==> src/sst_pkg.sv <==
// shared types and constants of the syn scan port tracker
package sst_pkg;

    // port table size and index width
    localparam int PORT_COUNT = 65536;
    localparam int IDX_W      = $clog2(PORT_COUNT);
    localparam logic [16:0] PORT_LIMIT = 17'(PORT_COUNT);

    // command queue depth between front and back
    localparam int FIFO_DEPTH = 4;
    localparam int FIFO_AW    = $clog2(FIFO_DEPTH);

    // packet layout
    localparam logic [15:0] IP_PROTO_BYTE = 16'd9;
    localparam logic [15:0] IP_SRC_BYTE   = 16'd12;
    localparam logic [15:0] IP_DST_BYTE   = 16'd16;
    localparam logic [15:0] IP_MIN_HDR    = 16'd20;
    localparam logic [3:0]  IP_MIN_WORDS  = 4'd5;
    localparam logic [6:0]  TCP_HDR_SPAN  = 7'd14;
    localparam logic [3:0]  TCP_SPORT_END = 4'd2;
    localparam logic [3:0]  TCP_DPORT_END = 4'd4;
    localparam logic [3:0]  TCP_FLAG_OFF  = 4'd13;
    localparam logic [7:0]  PROTO_TCP     = 8'd6;
    localparam int FLAG_SYN = 1;
    localparam int FLAG_RST = 2;
    localparam int FLAG_ACK = 4;

    // port table entry codes
    typedef enum logic [2:0] {
        ST_UNMARKED = 3'd0,
        ST_PENDING  = 3'd1,
        ST_PROBED   = 3'd2,
        ST_OPEN     = 3'd3,
        ST_CLOSED   = 3'd4
    } port_state_t;

    // result outcome codes
    typedef enum logic [1:0] {
        OUT_NONE   = 2'd0,
        OUT_PROBE  = 2'd1,
        OUT_OPEN   = 2'd2,
        OUT_CLOSED = 2'd3
    } outcome_t;

    // command handed from front to back
    typedef enum logic [2:0] {
        CMD_MARK  = 3'd0,
        CMD_NOP   = 3'd1,
        CMD_PROBE = 3'd2,
        CMD_OPEN  = 3'd3,
        CMD_CLOSE = 3'd4
    } cmd_op_t;

    typedef struct packed {
        cmd_op_t     op;
        logic [15:0] port;
    } cmd_t;

    // back status and result toward the top level
    typedef struct packed {
        logic        clearing;
        logic        done;
        outcome_t    outcome;
        logic [15:0] port;
        logic [15:0] marked;
        logic [15:0] probed;
        logic [15:0] opened;
        logic [15:0] closed;
    } back_res_t;

endpackage

==> src/sst_fifo.sv <==
// short command queue between front and back
module sst_fifo (
    input  logic          clk,
    input  logic          rst_n,
    input  logic          push,
    input  sst_pkg::cmd_t push_cmd,
    input  logic          pop,
    output sst_pkg::cmd_t head,
    output logic          empty,
    output logic          full
);
    import sst_pkg::*;

    cmd_t                 slot_reg [FIFO_DEPTH];
    logic [FIFO_AW-1:0]   wptr_reg, wptr_next;
    logic [FIFO_AW-1:0]   rptr_reg, rptr_next;
    logic [FIFO_AW:0]     cnt_reg, cnt_next;

    assign empty = (cnt_reg == '0);
    assign full  = (cnt_reg == (FIFO_AW+1)'(FIFO_DEPTH));
    assign head  = slot_reg[rptr_reg];

    // pointer and fill count
    always_comb
    begin
        wptr_next = wptr_reg;
        rptr_next = rptr_reg;
        cnt_next  = cnt_reg;
        if (push)
            wptr_next = (wptr_reg == FIFO_AW'(FIFO_DEPTH-1)) ? '0 : wptr_reg + 1'b1;
        if (pop)
            rptr_next = (rptr_reg == FIFO_AW'(FIFO_DEPTH-1)) ? '0 : rptr_reg + 1'b1;
        if (push && !pop)
            cnt_next = cnt_reg + 1'b1;
        else if (pop && !push)
            cnt_next = cnt_reg - 1'b1;
    end

    always_ff @(posedge clk or negedge rst_n)
    begin
        if (!rst_n)
        begin
            wptr_reg <= '0;
            rptr_reg <= '0;
            cnt_reg  <= '0;
        end
        else
        begin
            wptr_reg <= wptr_next;
            rptr_reg <= rptr_next;
            cnt_reg  <= cnt_next;
        end
    end

    // queue storage
    always_ff @(posedge clk)
    begin
        if (push)
            slot_reg[wptr_reg] <= push_cmd;
    end

endmodule

==> config.mk <==
export PLATFORM = sky130hd
export DESIGN_NAME = sst_fifo
export DESIGN_NICKNAME = d
export VERILOG_FILES = /design/src/sst_pkg.sv /design/src/sst_fifo.sv
export SDC_FILE = /design/constraint.sdc
export NUM_CORES = 1
export LEC_CHECK = 0
export BUFFER_PORTS_ARGS = -buffer_cell sky130_fd_sc_hd__buf_4
export CAP_MARGIN = 10
export CORE_MARGIN = 2
export CORE_UTILIZATION = 35
export DETAILED_ROUTE_END_ITERATION = 16
export PLACE_DENSITY = 0.59
export SYNTH_ARGS = -nofsm -noshare
export SYNTH_HDL_FRONTEND = slang
export SYNTH_SLANG_ARGS = --single-unit
==> constraint.sdc <==
create_clock -name clk -period 1.85 [get_ports clk]
set_clock_uncertainty 0.05 [all_clocks]
set_input_delay 0.2775 -clock clk [delete_from_list [all_inputs] [get_ports clk]]
set_output_delay 0.2775 -clock clk [all_outputs]
set_load 0.02 [all_outputs]
=== Word-level counts from Yosys, hierarchy flattened ===
Memory sizes are Yosys's and may differ from the RTL's.
Cells that the tools add are included.

* Bits in registers: 7
* Latch bits: 0
* Memory bits (writable): 76
* Bits in read-only memories: 0
* Input port bits: 23
* Output and inout bits: 21
* Word-level logic and storage cells: 23
* Memories kept: 1

* Add/subtract/negate cells: 4
* Multipliers: 0
* Div/mod/pow operators: 0
* $lt $le $gt $ge: 0
* Eq/ne operators: 3
* Shift-type cells: 0
* Muxes and demuxes: 6
* Bitwise gates (word level): 0
* Reductions and logical operators: 6

{| class="wikitable"
|+ Memory list
! memory !! words !! width !! rd ports !! clocked after memory_dff !! write ports !! RTL line !! text
|-
| slot_reg || 4 || 19 || 1 || 0 || 1 || sst_fifo.sv:14 || <nowiki>cmd_t slot_reg [FIFO_DEPTH];</nowiki>
|}

{| class="wikitable"
|+ Operators by type and width
! operator !! count
|-
| 2-to-1 mux 3 bit || 2
|-
| adder 2 x 1 -> 2 bit (second input constant) || 2
|-
| == test 2 bit (second input constant) || 2
|-
| 2-to-1 mux 2 bit || 2
|-
| adder 3 x 1 -> 3 bit (second input constant) || 1
|-
| == test 3 bit (second input constant) || 1
|-
| logical NOT 3 bit || 1
|-
| subtractor 3 x 1 -> 3 bit (second input constant) || 1
|-
| logical AND 1 bit || 2
|-
| logical NOT 1 bit || 2
|-
| 2-to-1 mux 1 bit || 2
|-
| nonzero test 2 bit || 1
|}

=== Logic depth before layout (Yosys ltp) ===
* Depth in word-level cells: 4
* Depth in mapped cells: 7
* Mapped depth without buffers: 7

=== Worst setup path after synthesis ===
OpenSTA, ideal clock, no wires.

* Path kind: register to register
* Start point: register wptr_reg[0]
* End point: memory slot_reg[2][0] in the netlist's numbering, enable pin
* Setup time: 0.377 ns
* Arrival: 1.117 ns
* Data required time: 1.423 ns
* Setup slack: 0.306 ns
* Cell stages (with the launch flop): 4
* Cell sequence: dfrtp_1 > inv_1 > ha_1 > and2_1

{| class="wikitable"
|+ RTL lines
! element !! RTL line !! text
|-
| start: declaration || sst_fifo.sv:15 || <nowiki>logic [FIFO_AW-1:0] wptr_reg, wptr_next;</nowiki>
|-
| start signal: assignment || sst_fifo.sv:49 || <nowiki>wptr_reg <= wptr_next;</nowiki>
|-
| end: declaration || sst_fifo.sv:14 ||
|}

Straight into the memory's write port.

==> impl_results.md <==
- R2R Setup Slk: 0.39 ns
- Full die area: 0.00980 mm^2
- Fin crit share: 106%
- CP Data Required Time: 1.52 ns
- Slowest-stage cell, CP: mux4_2
- Pleak: around 1.5 nW
- Most common cell after layout, fill and taps aside: edfxtp_1
- Nets: 228
- Worst Hold Class: primary input to flip-flop
- PortBufs: 43
- Peak Freq: ~0.51 GHz
- Vias: 1485
- Vias in the first global route: 1578
- Max reg flops: 76
- Reg2Reg Depth: 4
- Yosys cell types: 18
- Pwr per Cell Area: 1610 mW/mm^2
- Most frequent cells in the layout: edfxtp_1, buf_4, mux4_2, buf_6, clkbuf_8
- Setup CP Type: flip-flop to output pin
- Ys Warns: 0
- Min-delay src: push_cmd[2]
- Share of layout cells above drive strength 1: 44.8%
- Wirelength per Cell: roughly 17 um
- CP arrival: around 1.6 ns
- Dpl ws: 0.187 ns
- Crit-path max FO: 7
- Post-synthesis compound-gate area fraction: less than 1%
- Initial antenna violation count: 0
- Min-Delay Endpoint: slot_reg[0][2]$_DFFE_PP_
- Maxcap violations: 0
- Post-synthesis mux area share: between 10% and 20%
- Final non-filler cell total: 311
- Clk Latency, worst-skew pair: 0.34 ns
- Maximum vdd drop: 0.689 mV
- Worst-Margin Slew: between 0.2 and 0.3 ns
- Total track usage: 12.3%
- Row cnt: 34
- Clock sink total: 83
- Post-Syn Nets: 166
- RSZ-0062 raised after global routing: yes
- Area growth from synthesis to layout: 28.5%
- Reg-to-Reg Start: rptr_reg[0]$_DFFE_PN0P_
- Num CTS Buffers: 9
- IO Count: 44
- Drt drc: 0
- Seq cells post-synth: 83
- Tmin final: about 2.0 ns
- CP endpoint kind: output pin
- Xor-xnor portion of the synthesized cell area: 0.832%
- Largest net degree at the start of global routing: 22
- Final hold vios: 0
- Remaining Overflow, GRT: 0
- Total Routed Length: 5360 um
- Final Slew Violations: 0
- Antenna Cells: 0
- Worst hold stages: 1
- Critical path's top delay family: multiplexers
- CP startpoint kind: flip-flop
- CTS clock-pin slew for the worst setup and hold paths: 0.08 ns
- DR vias/cell: 4.77
- CTS tree: done
- Routability Congestion: 0.669
- H-tree depth: 3
- DIE WIDTH: roughly 99 um
- Iteration-0 DRC Markers: 68
- Max-slew headroom: 82.0%
- Seq/Total Area, Yosys: 77.8%
- Post-Syn Area: 0.00316 mm^2
- Failing checks: negative setup slack
- Adder-cell share of the synthesized area: 3.01%
- Syn Inst Count: around 140
- Core area: 0.00872 mm^2
- Largest family of logic cells by synthesized area: multiplexers
- Final ANT Viol Nets: 0
- Final WS setup: -0.102 ns
- Clk buf depth: 2
- Area fraction in and, or, nand and nor cells after synthesis: 1.78%
- Placed Cells: 292
- Dpl hpwl: 3450 um
- Clock root cell: clkbuf_8
- Pre-antenna DRT Iters: 4
- Mean area per synthesized cell: 23.2 um^2
- Setup violators final: 19
- Die H: 99.0 um
- Effective utilization at floorplan: 36.2%
- Crit path buf inv count: 2
- First-pass GRT wire length: between 8000 and 9000 um
- Status: complete, but fails checks
- Slowest stage delay, CP: 0.53 ns
- CP cell instances: buf_8 -> mux4_2 -> buf_6
- Reg2Reg Capture Point: rptr_reg[1]$_DFFE_PN0P_
-- final cells by class --
type                            count  area (um^2)
Timing Repair Buffer               55          557
Multi-Input combinational cell     45          649
Tap cell                          108          135
Fill cell                         742         4660
Inverter                            4         15.0
Clock inverter                      4         98.8
Clock buffer                       12          145
Sequential cell                    83         2460
-- kinds of logic (layout without fill, tap and decap cells) --
logic type | count (synthesis) | after routing
xor+xnor | 3 | 3
compound gates | 2 | 2
buf+inv | 8 | 75
simple gates | 11 | 11
mux | 22 | 22
flops | 83 | 83
fa+ha+maj | 7 | 7
-- worst max path at each step --
stage,endpoint,slack [ns],cells past startpoint,startpoint
floorplan,slot_reg[2][0]$_DFFE_PP_,0.31,3,wptr_reg[0]$_DFFE_PN0P_
global placement,head[10],0.21,3,rptr_reg[0]$_DFFE_PN0P_
detailed placement,head[10],0.19,3,rptr_reg[0]$_DFFE_PN0P_
CTS,head[11],-0.19,4,rptr_reg[0]$_DFFE_PN0P_
global route,head[5],-0.17,3,rptr_reg[0]$_DFFE_PN0P_
finish,head[8],-0.10,3,rptr_reg[0]$_DFFE_PN0P_
-- through the flow --
stage                     TNS (ns)  total power [mW]  instance area, um^2  utilization [%]  hold WS, ns
after CTS                    -2.72              6.64                 4060             46.5       0.0647
after global routing         -2.89              6.90                 4060             46.5       0.0611
after detailed placement         0              4.81                 3700             42.4       0.0476
after global placement           0              4.78                 3700             42.4       0.0498
final                        -1.57              6.54                 4060             46.5       0.0845
after floorplan                  0              3.92                 3160                -      -0.0681
-- where the power goes --
part	internal [mW]	switching, mW
Clock	0.937	0.591
Sequential	2.43	0.148
Combinational	1.30	1.14
Total	4.66	1.88
-- layer usage --
layer	vias up	global-route usage [%]	share of wire, %
li1	675	-	-
met1	765	15.6	43
met2	43	19.6	51
met3	2	4.82	5.1
met4	0	3.79	0.67
met5	-	0	0
-- synthesized netlist by cell type --
| library cell | number | area share, % |
|---|---|---|
| nor3_1 | 1 | 0.16 |
| inv_1 | 4 | 0.48 |
| fa_1 | 1 | 0.63 |
| xnor2_1 | 1 | 0.28 |
| nor3b_1 | 1 | 0.24 |
| edfxtp_1 | 76 | 72 |
| dfrtp_1 | 7 | 5.5 |
| and2_1 | 4 | 0.79 |
| buf_6 | 2 | 0.71 |
| nand2_1 | 2 | 0.24 |
| o21ai_0 | 2 | 0.32 |
| nor2_1 | 3 | 0.36 |
| buf_2 | 2 | 0.32 |
| mux4_2 | 18 | 13 |
| mux4_1 | 1 | 0.83 |
| ha_1 | 6 | 2.4 |
| mux2_2 | 3 | 1.1 |
| xor2_1 | 2 | 0.55 |
-- worst reg2reg max path, stage by stage, from the launching register on --
cell and delay, ns:
dfrtp_2 0.47, buf_8 0.16, buf_4 0.14, ha_1 0.27, mux2_2 0.26
-- what timing repair did --
action	4_1_cts	5_1_grt
cloned	1	0
hold buffers	1	0
gates resized for setup	18	6
endpoints found under the hold margin	7	0
setup buffers	1	1
endpoints found under the setup margin	19	19
Note: power is estimated with default switching activity, not from simulation.
