===== src/sst_pkg.sv =====
// shared types and constants of the syn scan port tracker
package sst_pkg;

    // port table size and index width
    localparam int PORT_COUNT = 65536;
    localparam int IDX_W      = $clog2(PORT_COUNT);
    localparam logic [16:0] PORT_LIMIT = 17'(PORT_COUNT);

    // command queue depth between front and back
    localparam int FIFO_DEPTH = 4;
    localparam int FIFO_AW    = $clog2(FIFO_DEPTH);

    // packet layout
    localparam logic [15:0] IP_PROTO_BYTE = 16'd9;
    localparam logic [15:0] IP_SRC_BYTE   = 16'd12;
    localparam logic [15:0] IP_DST_BYTE   = 16'd16;
    localparam logic [15:0] IP_MIN_HDR    = 16'd20;
    localparam logic [3:0]  IP_MIN_WORDS  = 4'd5;
    localparam logic [6:0]  TCP_HDR_SPAN  = 7'd14;
    localparam logic [3:0]  TCP_SPORT_END = 4'd2;
    localparam logic [3:0]  TCP_DPORT_END = 4'd4;
    localparam logic [3:0]  TCP_FLAG_OFF  = 4'd13;
    localparam logic [7:0]  PROTO_TCP     = 8'd6;
    localparam int FLAG_SYN = 1;
    localparam int FLAG_RST = 2;
    localparam int FLAG_ACK = 4;

    // port table entry codes
    typedef enum logic [2:0] {
        ST_UNMARKED = 3'd0,
        ST_PENDING  = 3'd1,
        ST_PROBED   = 3'd2,
        ST_OPEN     = 3'd3,
        ST_CLOSED   = 3'd4
    } port_state_t;

    // result outcome codes
    typedef enum logic [1:0] {
        OUT_NONE   = 2'd0,
        OUT_PROBE  = 2'd1,
        OUT_OPEN   = 2'd2,
        OUT_CLOSED = 2'd3
    } outcome_t;

    // command handed from front to back
    typedef enum logic [2:0] {
        CMD_MARK  = 3'd0,
        CMD_NOP   = 3'd1,
        CMD_PROBE = 3'd2,
        CMD_OPEN  = 3'd3,
        CMD_CLOSE = 3'd4
    } cmd_op_t;

    typedef struct packed {
        cmd_op_t     op;
        logic [15:0] port;
    } cmd_t;

    // back status and result toward the top level
    typedef struct packed {
        logic        clearing;
        logic        done;
        outcome_t    outcome;
        logic [15:0] port;
        logic [15:0] marked;
        logic [15:0] probed;
        logic [15:0] opened;
        logic [15:0] closed;
    } back_res_t;

endpackage


===== src/sst_front.sv =====
// front part: packet header parsing and request classification
module sst_front (
    input  logic         clk,
    input  logic         rst_n,
    input  logic         accept,
    input  logic         operation,
    input  logic [15:0]  port_to_mark,
    input  logic [7:0]   pkt_byte,
    input  logic         last_byte,
    input  logic [31:0]  target_addr,
    output logic         push,
    output sst_pkg::cmd_t push_cmd
);
    import sst_pkg::*;

    logic [15:0] idx_reg, idx_next;
    logic [3:0]  hw_reg, hw_next;
    logic [7:0]  proto_reg, proto_next;
    logic [31:0] src_reg, src_next;
    logic [31:0] dst_reg, dst_next;
    logic [15:0] sport_reg, sport_next;
    logic [15:0] dport_reg, dport_next;
    logic [7:0]  flags_reg, flags_next;
    logic        cap_reg, cap_next;

    // parse one byte and classify at packet end, or pass on a mark request
    always_comb
    begin
        logic [5:0]  hl;
        logic [6:0]  tcp_end;
        logic [3:0]  off;
        logic        got_flags;

        idx_next   = idx_reg;
        hw_next    = hw_reg;
        proto_next = proto_reg;
        src_next   = src_reg;
        dst_next   = dst_reg;
        sport_next = sport_reg;
        dport_next = dport_reg;
        flags_next = flags_reg;
        cap_next   = cap_reg;
        push       = 1'b0;
        push_cmd   = '{op: CMD_NOP, port: 16'd0};
        hl         = '0;
        tcp_end    = '0;
        off        = '0;
        got_flags  = 1'b0;

        if (accept && operation)
        begin
            // ip header fields
            if (idx_reg == 16'd0)
                hw_next = pkt_byte[3:0];
            else if (idx_reg == IP_PROTO_BYTE)
                proto_next = pkt_byte;
            else if (idx_reg >= IP_SRC_BYTE && idx_reg < IP_DST_BYTE)
                src_next = {src_reg[23:0], pkt_byte};
            else if (idx_reg >= IP_DST_BYTE && idx_reg < IP_MIN_HDR)
                dst_next = {dst_reg[23:0], pkt_byte};

            // tcp ports and flags after the ip header
            hl      = {hw_next, 2'b00};
            tcp_end = {1'b0, hl} + TCP_HDR_SPAN;
            if (hw_next >= IP_MIN_WORDS && idx_reg >= IP_MIN_HDR
                && idx_reg >= {10'd0, hl} && idx_reg < {9'd0, tcp_end})
            begin
                off = 4'(idx_reg[6:0] - {1'b0, hl});
                if (off < TCP_SPORT_END)
                    sport_next = {sport_reg[7:0], pkt_byte};
                else if (off < TCP_DPORT_END)
                    dport_next = {dport_reg[7:0], pkt_byte};
                else if (off == TCP_FLAG_OFF)
                begin
                    flags_next = pkt_byte;
                    cap_next   = 1'b1;
                end
            end

            if (idx_reg != 16'hFFFF)
                idx_next = idx_reg + 16'd1;

            // packet end: decide what the back has to do
            if (last_byte)
            begin
                push      = 1'b1;
                got_flags = cap_next;
                if (got_flags && hw_next >= IP_MIN_WORDS && proto_next == PROTO_TCP)
                begin
                    if (dst_next == target_addr)
                    begin
                        if (flags_next[FLAG_SYN] && {1'b0, dport_next} < PORT_LIMIT)
                            push_cmd = '{op: CMD_PROBE, port: dport_next};
                    end
                    else if (src_next == target_addr)
                    begin
                        if (flags_next[FLAG_ACK] && {1'b0, sport_next} < PORT_LIMIT)
                        begin
                            if (flags_next[FLAG_SYN])
                                push_cmd = '{op: CMD_OPEN, port: sport_next};
                            else if (flags_next[FLAG_RST])
                                push_cmd = '{op: CMD_CLOSE, port: sport_next};
                        end
                    end
                end
                idx_next = 16'd0;
                cap_next = 1'b0;
            end
        end
        else if (accept)
        begin
            // mark request for a nonzero port inside the table
            if (port_to_mark != 16'd0 && {1'b0, port_to_mark} < PORT_LIMIT)
            begin
                push     = 1'b1;
                push_cmd = '{op: CMD_MARK, port: port_to_mark};
            end
        end
    end

    // parse state
    always_ff @(posedge clk or negedge rst_n)
    begin
        if (!rst_n)
        begin
            idx_reg   <= '0;
            hw_reg    <= '0;
            proto_reg <= '0;
            src_reg   <= '0;
            dst_reg   <= '0;
            sport_reg <= '0;
            dport_reg <= '0;
            flags_reg <= '0;
            cap_reg   <= 1'b0;
        end
        else
        begin
            idx_reg   <= idx_next;
            hw_reg    <= hw_next;
            proto_reg <= proto_next;
            src_reg   <= src_next;
            dst_reg   <= dst_next;
            sport_reg <= sport_next;
            dport_reg <= dport_next;
            flags_reg <= flags_next;
            cap_reg   <= cap_next;
        end
    end

endmodule


===== config.mk =====
export PLATFORM = sky130hd
export DESIGN_NAME = sst_front
export DESIGN_NICKNAME = d
export VERILOG_FILES = /design/src/sst_pkg.sv /design/src/sst_front.sv
export SDC_FILE = /design/constraint.sdc
export NUM_CORES = 1
export LEC_CHECK = 0
export ABC_AREA = 1
export ABC_CLOCK_PERIOD_IN_PS = 6100
export BUFFER_PORTS_ARGS = -buffer_cell sky130_fd_sc_hd__buf_2
export CAP_MARGIN = 10
export CORE_ASPECT_RATIO = 0.5
export CORE_MARGIN = 1
export CORE_UTILIZATION = 30
export CTS_CLUSTER_DIAMETER = 200
export DETAILED_ROUTE_END_ITERATION = 10
export GPL_TIMING_DRIVEN = 0
export PLACE_DENSITY_LB_ADDON = 0.25
export SLEW_MARGIN = 0
export SYNTH_ARGS = -nofsm -noshare
export SYNTH_HDL_FRONTEND = slang
export SYNTH_SLANG_ARGS = --single-unit
export TNS_END_PERCENT = 100

===== constraint.sdc =====
create_clock -name clk -period 6.1 [get_ports clk]
set_input_delay 0.61 -clock clk [delete_from_list [all_inputs] [get_ports clk]]
set_output_delay 0.61 -clock clk [all_outputs]
set_load 0.005 [all_outputs]

# After elaboration in Yosys (flattened, before gate mapping)
# Cells that the tools add are included.
# op_classes
mux,47
add_sub_neg,3
n_lt_le_gt_ge,10
bitwise_logic,0
n_div,0
multipliers,0
n_eq_ne,6
n_reduce_logical,12
shift,0
# ops
cell,count
$mux W32,9
$mux W19,8
$mux W16,7
$eq A32 B32 Y1,2
$mux W17,2
$ge A16 B5 Y1 const B,2
$lt A16 B5 Y1 const B,2
$mux W5,5
$mux W8,3
$mux W18,1
$add A16 B1 Y16 const B,1
$eq A16 B4 Y1 const B,1
$ge A16 B4 Y1 const B,1
$ge A16 B6 Y1,1
$logic_not A16 Y1,1
$lt A16 B7 Y1,1
$ne A16 B16 Y1 const B,1
$reduce_bool A16 Y1,1
$mux W1,10
$eq A8 B3 Y1 const B,1
$logic_and A1 B1 Y1,8
$mux W4,2
$add A6 B4 Y7 const B,1
$eq A4 B4 Y1 const B,1
other kinds (6),6
# totals
ff_bits,128
word_cells,87
romBits,0
ram_bits,0
latchBits,0
output_inout_bits,20
n_memories,0

# Logic depth before layout (Yosys ltp)
# depth
ltp_word,18
ltp_mapped,28
depth_no_buf,27

# Worst setup path before layout
# OpenSTA, ideal clock, no wires.
# synth_timing
path_kind,register to output
startpoint,reg idx_reg[1]
endpoint,out push_cmd[5] (netlist bit)
arrival_ps,3172
stages_incl_launch_ff,28
slack_ps,2318
path_cell_list,dfrtp_1 -> inv_1 -> ha_1 -> nand2_1 -> nor2_4 -> nand2_2 -> nand2_1 -> nand2_1 -> nand2_1 -> nand2_1 -> or2_2 -> ha_1 -> nand2_1 -> nor2_1 -> nand3_1 -> nand3_1 -> nor2_1 -> nand2_1 -> inv_1 -> nand2_1 -> nand2_1 -> nand2_2 -> inv_1 -> nor2_1 -> nor2_4 -> buf_6 -> nand3_1 -> nand2_1
# synth_lines
element,line_no,text
start: declaration,sst_front.sv:16,"logic [15:0] idx_reg, idx_next;"
start signal: assignment,sst_front.sv:138,idx_reg <= idx_next;
end: declaration,sst_front.sv:12,output sst_pkg::cmd_t push_cmd

==> run metrics <==
status=complete, but fails checks; failing checks=design-rule violations; Final Hold Vio Count=0; Post-Layout Inst Area=10,600 µm²; commonest non-fill, non-tap cells in the layout=nand2_1 (583), inv_1 (189), nand3_1 (153); Final min period=5.11 ns; Mapped Area=9040 µm²; ANT cells=0; # rows=44; Core Box Area=29,300 µm²; Gate power share=0.315; sw frac=0.366; syn nets=1,515; critical path startpoint category=flip-flop; arrival time at the worst endpoint=4.50 ns; critical path startpoint=idx_reg[1]; MaxCap Viol Count=0; DR vias=9,516; Worst slew margin=0.476; classification of the worst-slack hold path=in2async; crit path capture=push_cmd[8]; PD cells=315 nW/µm²; Flop pwr share=0.342; Setup Buffers After CTS=0; critical path class=reg2out; drc violations=2; layout cells sized above 1=0.104; Clock Path Buffers=2; Clk Tree Root Cell=clkbuf_16; global-route usage over all layers=0.219; worst skew pair latency=0.45 ns; final clock skew=0.0131 ns; area grow syn2layout=17.3%; max-slew violation count=0; vias in the first global route=8,983; initial antenna violation count=0; H-tree depth=4; R2R depth=21; DRT iter0 DRCs=918; Synth area leader=dfrtp_1; CTS tree=done; Die X=247 µm; reg2reg setup slack=2.26 ns; die area=30,900 µm²; IO buf count=80; Final setup violation count=0; Psw=1.22 mW; # hold bufs at CTS=0; Setup TNS=0 ns; clock power share=0.343; RSZ-0062 raised after global routing=no; Slew @ Worst Pin=0.786 ns; post-cts repair resize count=0; fin crit share=0.838; RR Endpoint=dport_reg[6]; leading cell type in the layout, fill and taps excluded=nand2_1; CTS clk-pin slew, worst paths=0.06 ns; layout net count=1,615; Top-Level Pins=81; Initial Util=0.309; Routed WL=32.5 mm; first-pass GRT wire length=51.4 mm; Die Height=125 µm; Ys Warns=0; Synth Flop Type=dfrtp_1; Req. time, crit path=5.49 ns; synth top area cells=dfrtp_1 (35%), nand2_1 (24%), nand3_1 (8.5%); crit-path max FO=10; Yosys cell types=39; Fmax achieved=196 MHz; Post-synth EDFFs=0; total CTS buffers=17; critical path capture point type=output port; worst hold slack=0.131 ns; maximum VDD drop=0.199 mV; dpl cell area=9960 µm²; wire per inst=16.7 µm; ys async rst share=1.00; vias per cell=4.89; gr ovfl total=0; Yosys top cell area share=0.354; TritonRoute pass-1 iters=9; DP HPWL=24.0 mm; Placer Congestion=0.915; largest net degree at the start of global routing=72; Leakage=5.57 nW; CTS Sinks=128; Routed Antenna Nets=0; Mapped Avg Cell Area=6.27 µm²; synthesized flop and latch total=128; Cells after Synth=1,441; RR Startpoint=idx_reg[1]; sequential-to-total area share from yosys stat=0.354; Internal Power=2.12 mW
## stage by stage
stage,util,std cells,power [mW],setup WS [ns]
final,0.362,1945,3.34,0.991
after global routing,0.362,1945,3.59,0.554
after CTS,0.362,1945,3.34,1.01
after global placement,0.339,1912,2.18,1.49
after detailed placement,0.340,1913,2.19,1.52
after floorplan,-,1441,1.90,2.32
## worst min-delay path by stage
stage | to | cells past startpoint | slack [ns] | from
global route | dst_reg[20] | 1 | 0.18 | rst_n
detailed placement | dport_reg[13] | 2 | 0.47 | dport_reg[13]
floorplan | cap_reg | 0 | 0.31 | rst_n
global placement | sport_reg[11] | 2 | 0.46 | sport_reg[11]
finish | dst_reg[20] | 1 | 0.13 | rst_n
CTS | dst_reg[18] | 1 | 0.17 | rst_n
## power groups by stage
stage | sequential (mW) | combinational (mW) | clock, mW
2_1_floorplan | 1.12 | 0.774 | 0
3_3_place_gp | 1.15 | 1.03 | 0
3_5_place_dp | 1.15 | 1.04 | 0
4_1_cts | 1.14 | 1.04 | 1.16
5_1_grt | 1.17 | 1.22 | 1.20
6_report | 1.14 | 1.05 | 1.15
## metal layers
metal	routed length (µm)	part of all wire	up-vias	GRT usage
met4	725	0.022	0	0.0613
met2	15100	0.47	245	0.349
met5	0	0	-	0
li1	-	-	4768	-
met1	14900	0.46	4459	0.299
met3	1700	0.052	44	0.0440
## cell usage after synthesis (3+ instances only)
library cell / count
a21oi_1: 14
buf_1: 4
buf_2: 7
buf_4: 7
buf_6: 9
clkbuf_1: 29
dfrtp_1: 128
ha_1: 13
inv_1: 189
inv_2: 6
nand2_1: 583
nand2_2: 3
nand3_1: 153
nand3_2: 3
nand4_1: 30
nor2_1: 68
nor2_4: 6
nor4_1: 12
o211ai_1: 3
o21ai_0: 133
o21ai_1: 16
## worst max-delay path: stages, from the launching register on
cell and delay [ns]:
dfrtp_1 0.47, inv_1 0.20, ha_1 0.22, nand2_1 0.10, nor2_4 0.15, nand2_2 0.13
nand2_1 0.09, nand2_1 0.09, inv_1 0.13, ha_1 0.24, inv_1 0.06, ha_1 0.23
a21oi_1 0.14, nand2_1 0.10, a21o_1 0.16, a21oi_1 0.11, nand2_1 0.10, inv_2 0.09
nand3_1 0.17, clkbuf_1 0.32, o21ai_1 0.24, nand3_1 0.12, nand2_1 0.09, inv_1 0.04
nand2_1 0.12, buf_2 0.14
## area by class of cell
cell class                 instances  area (µm²)
fill                            3198       18700
multi-input combinational       1062        4790
sequential                       128        3200
inverter                         195         732
tap                              391         489
clock buffer                      23         488
timing repair buffer              81         434
buffer                            56         313
clock inverter                     9         154
## cells by family (layout without fill, tap and decap cells)
family,after synthesis,after routing,synth area share
compound gates,177,177,0.102
xor+xnor,1,1,0.000969
fa+ha+maj,13,13,0.0180
buf+inv,251,364,0.116
flops,128,128,0.354
simple gates,871,871,0.409
No activity file was read; power rests on OpenSTA's default activity.
